File: src/hw/rtl/fri_pkg.sv
// Package for the round-to-integral block: codes and field widths.
// No dependencies.
package fri_pkg;
	localparam int unsigned OpW = 64;

	typedef enum logic [1:0] {
		RM_NEAREST = 2'd0,
		RM_ZERO    = 2'd1,
		RM_PINF    = 2'd2,
		RM_MINF    = 2'd3
	} rmode_t;

	typedef enum logic [1:0] {
		EXC_NONE    = 2'd0,
		EXC_INVALID = 2'd1,
		EXC_INEXACT = 2'd2,
		EXC_RSVD    = 2'd3
	} exc_t;

	typedef enum logic [1:0] {
		REG_RMODE  = 2'd0,
		REG_INV_TE = 2'd1,
		REG_INX_TE = 2'd2,
		REG_NONE   = 2'd3
	} reg_idx_t;

	typedef struct packed {
		logic [OpW-1:0] rounded;
		exc_t           exc;
		logic           raise_invalid;
		logic           raise_inexact;
	} result_t;
endpackage

File: src/hw/rtl/fri_core.sv
// Combinational round-to-integral for binary32 and binary64.
// Depends on fri_pkg.
module fri_core import fri_pkg::*; (
	input  logic [OpW-1:0] operand,
	input  logic           is_double,
	input  rmode_t         rmode,
	input  logic           inv_te,
	input  logic           inx_te,
	output result_t        res
);
	logic [10:0] expf, emask, bias;
	logic [51:0] frac, qbit, fmask;
	logic [5:0]  m;
	logic        sign;
	logic [11:0] ue;
	logic [5:0]  sh;
	logic [52:0] mant, lowmask, rem, halfb, r0;
	logic [53:0] r1, rsh;
	logic        inc, rnz, is_nan, big, ge1, exact_zero;
	logic [63:0] x, sbit, outv;
	logic [11:0] newexp;
	logic        inexact;

	always_comb begin
		x     = is_double ? operand : {32'd0, operand[31:0]};
		m     = is_double ? 6'd52 : 6'd23;
		emask = is_double ? 11'h7ff : 11'h0ff;
		bias  = is_double ? 11'h3ff : 11'h07f;
		fmask = is_double ? {52{1'b1}} : {29'd0, {23{1'b1}}};
		qbit  = is_double ? (52'd1 << 51) : (52'd1 << 22);
		expf  = is_double ? x[62:52] : {3'd0, x[30:23]};
		frac  = x[51:0] & fmask;
		sign  = is_double ? x[63] : x[31];
		sbit  = is_double ? (64'd1 << 63) : (64'd1 << 31);
		is_nan = (expf == emask);
		big    = ({1'b0, expf} >= ({1'b0, bias} + {6'd0, m}));
		ge1    = (expf >= bias);
		// shift amount m - (expf - bias), valid when ge1 and not big
		ue   = {1'b0, expf} - {1'b0, bias};
		sh   = m - ue[5:0];
		mant = {1'b0, frac} | ({52'd0, 1'b1} << m);
		lowmask = ({52'd0, 1'b1} << sh) - 53'd1;
		rem   = mant & lowmask;
		halfb = ({52'd0, 1'b1} << (sh - 6'd1));
		r0    = mant >> sh;
		rnz   = (rem != '0);
		case (rmode)
			RM_PINF:    inc = rnz & ~sign;
			RM_MINF:    inc = rnz & sign;
			RM_NEAREST: inc = ((rem & halfb) != '0) &&
				(((rem & (halfb - 53'd1)) != '0) || r0[0]);
			default:    inc = 1'b0;
		endcase
		r1  = {1'b0, r0} + {53'd0, inc};
		rsh = r1 << sh;
		newexp = {1'b0, expf} + {11'd0, (rsh >> (m + 6'd1)) != '0};
		exact_zero = (expf == '0) && (frac == '0);

		res = '{rounded: '0, exc: EXC_NONE, raise_invalid: 1'b0, raise_inexact: 1'b0};
		inexact = 1'b0;
		outv = '0;
		if (is_nan) begin
			if ((frac & qbit) != '0) begin
				if (inv_te) begin
					res.exc = EXC_INVALID;
				end else begin
					res.rounded = x & ~{12'd0, qbit};
					res.raise_invalid = 1'b1;
				end
			end else begin
				res.rounded = x;
			end
		end else begin
			if (big) begin
				outv = x;
			end else if (ge1) begin
				inexact = rnz;
				outv = (sign ? sbit : 64'd0) | ({53'd0, newexp[10:0] & emask} << m)
					| {12'd0, rsh[51:0] & fmask};
			end else begin
				outv = sign ? sbit : 64'd0;
				if (!exact_zero) begin
					inexact = 1'b1;
					if ((rmode == RM_PINF && !sign) || (rmode == RM_MINF && sign) ||
						(rmode == RM_NEAREST && expf == bias - 11'd1 && frac != '0)) begin
						outv = outv | ({53'd0, bias} << m);
					end
				end
			end
			res.rounded = outv;
			if (inexact) begin
				if (inx_te) res.exc = EXC_INEXACT;
				else res.raise_inexact = 1'b1;
			end
		end
		if (!is_double) res.rounded[63:32] = '0;
	end
endmodule

File: src/hw/rtl/fp_round_to_integral_top.sv
// Round-to-integral top level: stream channels, APB registers, one stage.
// Depends on fri_pkg and fri_core.
//
// Usage: items enter on s_axis (tdata = operand[63:0], tuser = is_double)
// and leave on m_axis (tdata = rounded[63:0], exception_code[65:64],
// raise_invalid[66], raise_inexact[67], zero fill to 72 bits).
// Registers on APB: 0x0 round mode select, 0x4 invalid_trap_enable,
// 0x8 inexact_trap_enable; write only while idle.
// A result is valid in the cycle after its input is accepted.
// One item per cycle unless the receiver stalls; the result register is the only
// stage, fed by the combinational rounder (shifter and incrementer).
// s_axis_tready is high while the result register is empty or being
// drained this cycle, so a stalled receiver holds the result and
// stalls the input side.
// Reset clears the result valid and all configuration registers to zero (nearest
// even, traps disabled).
module fp_round_to_integral_top import fri_pkg::*; (
	input  logic        clk,
	input  logic        arst_n,
	input  logic        s_axis_tvalid,
	output logic        s_axis_tready,
	input  logic [63:0] s_axis_tdata,   // operand
	input  logic        s_axis_tuser,   // is_double
	output logic        m_axis_tvalid,
	input  logic        m_axis_tready,
	output logic [71:0] m_axis_tdata,   // rounded, exception_code, raise_invalid, raise_inexact
	input  logic        psel,
	input  logic        penable,
	input  logic        pwrite,
	input  logic [3:0]  paddr,
	input  logic [31:0] pwdata,
	output logic [31:0] prdata,
	output logic        pready
);
	rmode_t  rmode_q;
	logic    inv_te_q, inx_te_q, valid_q;
	result_t comb_res, res_q;
	reg_idx_t ridx;

	assign pready = 1'b1;
	assign ridx = reg_idx_t'(paddr[3:2]);

	// configuration registers
	always_ff @(posedge clk or negedge arst_n) begin
		if (!arst_n) begin
			rmode_q  <= RM_NEAREST;
			inv_te_q <= 1'b0;
			inx_te_q <= 1'b0;
		end else if (psel && penable && pwrite) begin
			case (ridx)
				REG_RMODE:  rmode_q  <= rmode_t'(pwdata[1:0]);
				REG_INV_TE: inv_te_q <= pwdata[0];
				REG_INX_TE: inx_te_q <= pwdata[0];
				default: ;
			endcase
		end
	end

	// register readback
	always_comb begin
		case (ridx)
			REG_RMODE:  prdata = {30'd0, rmode_q};
			REG_INV_TE: prdata = {31'd0, inv_te_q};
			REG_INX_TE: prdata = {31'd0, inx_te_q};
			default:    prdata = '0;
		endcase
	end

	fri_core u_core (
		.operand  (s_axis_tdata),
		.is_double(s_axis_tuser),
		.rmode    (rmode_q),
		.inv_te   (inv_te_q),
		.inx_te   (inx_te_q),
		.res      (comb_res)
	);

	assign s_axis_tready = !valid_q || m_axis_tready;

	// result register valid
	always_ff @(posedge clk or negedge arst_n) begin
		if (!arst_n) valid_q <= 1'b0;
		else if (s_axis_tready) valid_q <= s_axis_tvalid;
	end

	// result payload
	always_ff @(posedge clk) begin
		if (s_axis_tready && s_axis_tvalid) res_q <= comb_res;
	end

	assign m_axis_tvalid = valid_q;
	assign m_axis_tdata  = {4'd0, res_q.raise_inexact, res_q.raise_invalid, res_q.exc,
		res_q.rounded};
endmodule

File: config.mk
export PLATFORM = sky130hd
export DESIGN_NAME = fp_round_to_integral_top
export DESIGN_NICKNAME = d
export VERILOG_FILES = /design/src/hw/rtl/fri_pkg.sv /design/src/hw/rtl/fri_core.sv /design/src/hw/rtl/fp_round_to_integral_top.sv
export SDC_FILE = /design/constraint.sdc
export NUM_CORES = 1
export LEC_CHECK = 0
export BUFFER_PORTS_ARGS = -buffer_cell sky130_fd_sc_hd__buf_2
export CAP_MARGIN = 20
export CORE_MARGIN = 2
export CORE_UTILIZATION = 35
export DETAILED_ROUTE_END_ITERATION = 6
export PLACE_DENSITY_LB_ADDON = 0.05
export SYNTH_ARGS = -nofsm -noshare
export SYNTH_HDL_FRONTEND = slang
export SYNTH_SLANG_ARGS = --single-unit
export TNS_END_PERCENT = 100
File: constraint.sdc
create_clock -name clk -period 10.6 [get_ports clk]
set_input_delay 2.12 -clock clk [delete_from_list [all_inputs] [get_ports clk]]
set_output_delay 2.12 -clock clk [all_outputs]
set_load 0.01 [all_outputs]
==> out/qor.yml <==
yosys-top-cells-area: "edfxtp_1 12%, mux2i_1 6.7%, nand2_1 5.4%, o21ai_0 4.8%, a21oi_1 4.6%"
power_density_nw_per_um2: 122.9
yosysTopAreaCell: "edfxtp_1"
synth-seq-cells: 73
grt_pass1_wl_mm: 184.1
relSlewSlack_pct: 24.72
hold_class: "flop to flop"
clk_pin_slew_ps: 60
violations: "setup timing"
port-buffer-count: 147
final_cell_mix: "831 x buf_4, 238 x nand2_1, 177 x nor2_1, 146 x o21ai_0, 145 x buf_2"
syn_avg_cell_area_um2: 7.211
cap_violations: 0
switching_share_pct: 53.02
grt_pass1_vias: 25310
fin_crit_ps: 11110
fin_ws_ps: -509.7
syn-cell-area_um2: 17670
placed_cell_area_um2: 24730
worst_pin_slew_ps: 1121
slowest_stage: "mux2i_1"
grt_antenna_before_repair: 9
synthArstFlopShare_pct: 6.849
vias: 26820
grt_max_degree: 70
yosysSeqAreaShare_pct: 12.26
hold_viol: 0
synthToLayoutAreaGrowth_pct: 52.24
critPathKind: "input pin to flop"
floorplan.initialDensity_pct: 35.37
hold_buffers: 0
die_w_um: 228.7
fp.dieArea_um2: 52310
design.core.area_um2: 49970
fp.dieH_um: 228.7
wl_per_cell_um: 33.41
viasPerCell: 6.803
rows: 82
clkPwrFrac_pct: 9.2
h-tree-depth: 3
first_iter_violations: 4161
cts.path.max_buffers: 2
cts_buffers: 9
ir_drop_v: 0.00007216
required_ps: 10680
switchingPower_w: 0.001753
worst_path_most_repeated_cell: "buf_4"
syn_inst: 2451
period_share_pct: 104.8
routed_wl_mm: 131.7
ys.flop_type: "edfxtp_1"
utilization_pct: 53.85
worst_clock_skew_ps: 9.036
synthDistinctLibCells: 131
synth_edf_count: 68
cts-root-buf: "clkbuf_16"
cts_tree: "built"
slowest_delay_ps: 580
grt-ovfl-total: 0
grt_use_total_pct: 48.46
fillers: 4859
cts.sinks: 73
final_area_um2: 26910
crit_arrival_ps: 11190
finalSetupViolCount: 19
dr.pass1.iters: 7
layout-drive-gt1-share_pct: 43.49
yosysWarningCount: 0
clk-insertion-delay-late_ps: 370
seqPwrFrac_pct: 10.7
power.leakage_nw: 11.03
synth_top_area_share_pct: 11.55
max_clock_freq_ghz: 0.09001
crit_path_max_fanout: 10
end_kind: "flop"
final_nets: 3375
drv_slew: 0
p_int_w: 0.001554
dp_hpwl_mm: 104.3
status: "finished, violations left"
pwr-share-comb_pct: 80.1
drc: 0
place.gp.congestion: 1.105
pin_count: 215
critPathLaunchType: "input pin"
rsz0062_at_grt: "true"
final_common_cell: "buf_4"
ant_nets: 0
[power groups by stage]
stage / clock [W] / combinational, W / sequential, W
6_report: 0.000304 / 0.00265 / 0.000355
2_1_floorplan: 0 / 0.00109 / 0.000369
3_3_place_gp: 0 / 0.00230 / 0.000360
5_1_grt: 0.000317 / 0.00269 / 0.000357
4_1_cts: 0.000311 / 0.00243 / 0.000355
3_5_place_dp: 0 / 0.00231 / 0.000361
[final timing paths]
check | cells after the start | slack (ps) | from | endpoint
worst max register to register | 30 | 4150 | rmode_q[0]$_DFFE_PN0P_ | m_axis_tdata[29]$_DFFE_PP_
worst min-delay path | 2 | 530 | m_axis_tvalid$_DFFE_PN0N_ | m_axis_tvalid$_DFFE_PN0N_
worst min register to register | 2 | 530 | m_axis_tvalid$_DFFE_PN0N_ | m_axis_tvalid$_DFFE_PN0N_
worst max-delay path | 49 | -510 | s_axis_tuser | m_axis_tdata[29]$_DFFE_PP_
max in group asynchronous | 1 | 8900 | arst_n | m_axis_tvalid$_DFFE_PN0N_
min in group asynchronous | 1 | 1560 | arst_n | rmode_q[1]$_DFFE_PN0P_
[logic make-up after synthesis]
kind of cell / Yosys count / share of synthesized area, %
compound gates: 862 / 34.78
buf+inv: 274 / 8.064
simple gates: 1001 / 29.60
fa+ha+maj: 8 / 0.5522
xor+xnor: 47 / 2.499
other cells: 2 / 0.04249
mux: 184 / 12.21
flops: 73 / 12.26
[worst max-delay path: cells and delay by family]
kind                       cells  cell delay, ps
muxes                          3             990
AOI/OAI and AO/OA             16            2980
xor gates and xnor gates       2             470
and+or+nand+nor               14            1920
adders and majority gates      4             890
buffers and inverters         10            1800
[synthesized netlist by cell type, drive strengths merged, types with 46 or more instances]
master and n:
mux2i 120, nor4 71, clkbuf 115, nor3 102, mux2 46, nand4 65, a211oi 46, edfxtp 68
o21ai 184, nand3 112, nand2 256, a21oi 163, buf 140, nor2 198
[metal layers]
metal	track usage (%)	vias to the layer above	part of all wire (%)
met2	71.54	2173	41
met5	0	-	0.017
met4	41.26	4	11
met3	13.29	656	12
met1	58.19	12790	36
li1	-	11200	-
[per-stage QoR]
step / TNS, ps / total power (W) / setup slack, ps / hold slack (ps) / instances
after detailed placement: -29250 / 0.002669 / -1739 / 520.4 / 3860
after CTS: -2301 / 0.003094 / -275.1 / 534.8 / 3914
after global routing: -11920 / 0.003366 / -766.0 / 551.5 / 3940
final: -7200 / 0.003307 / -509.7 / 530.0 / 3942
after global placement: -27960 / 0.002658 / -1687 / 505.0 / 3860
after floorplan: -17420 / 0.001459 / -1123 / 511.2 / 2484
[sequential cells by signal, summed over array words and instances (netlist names)]
register	flops
m_axis_tdata	68
rmode_q	2
inv_te_q	1
inx_te_q	1
m_axis_tvalid	1
[area by class of cell]
class                           count  area (um^2)  share of cell area [%]
Clock buffer                        9        225.2                  0.8371
Multi-Input combinational cell   2137        15850                   58.92
Timing Repair Buffer             1020         7676                   28.53
Sequential cell                    73         2167                   8.054
Clock inverter                      7        60.06                  0.2232
Tap cell                          672        840.8                   3.125
Inverter                           19        71.32                  0.2651
Antenna cell                        5        12.51                 0.04650
[what timing repair did]
item,in CTS,in global routing
cloned,1,0
endpoints found under the setup margin,19,19
resized for setup,156,114
buffers inserted,38,24
pin swaps,68,72
Note: power is estimated with default switching activity, not from simulation.
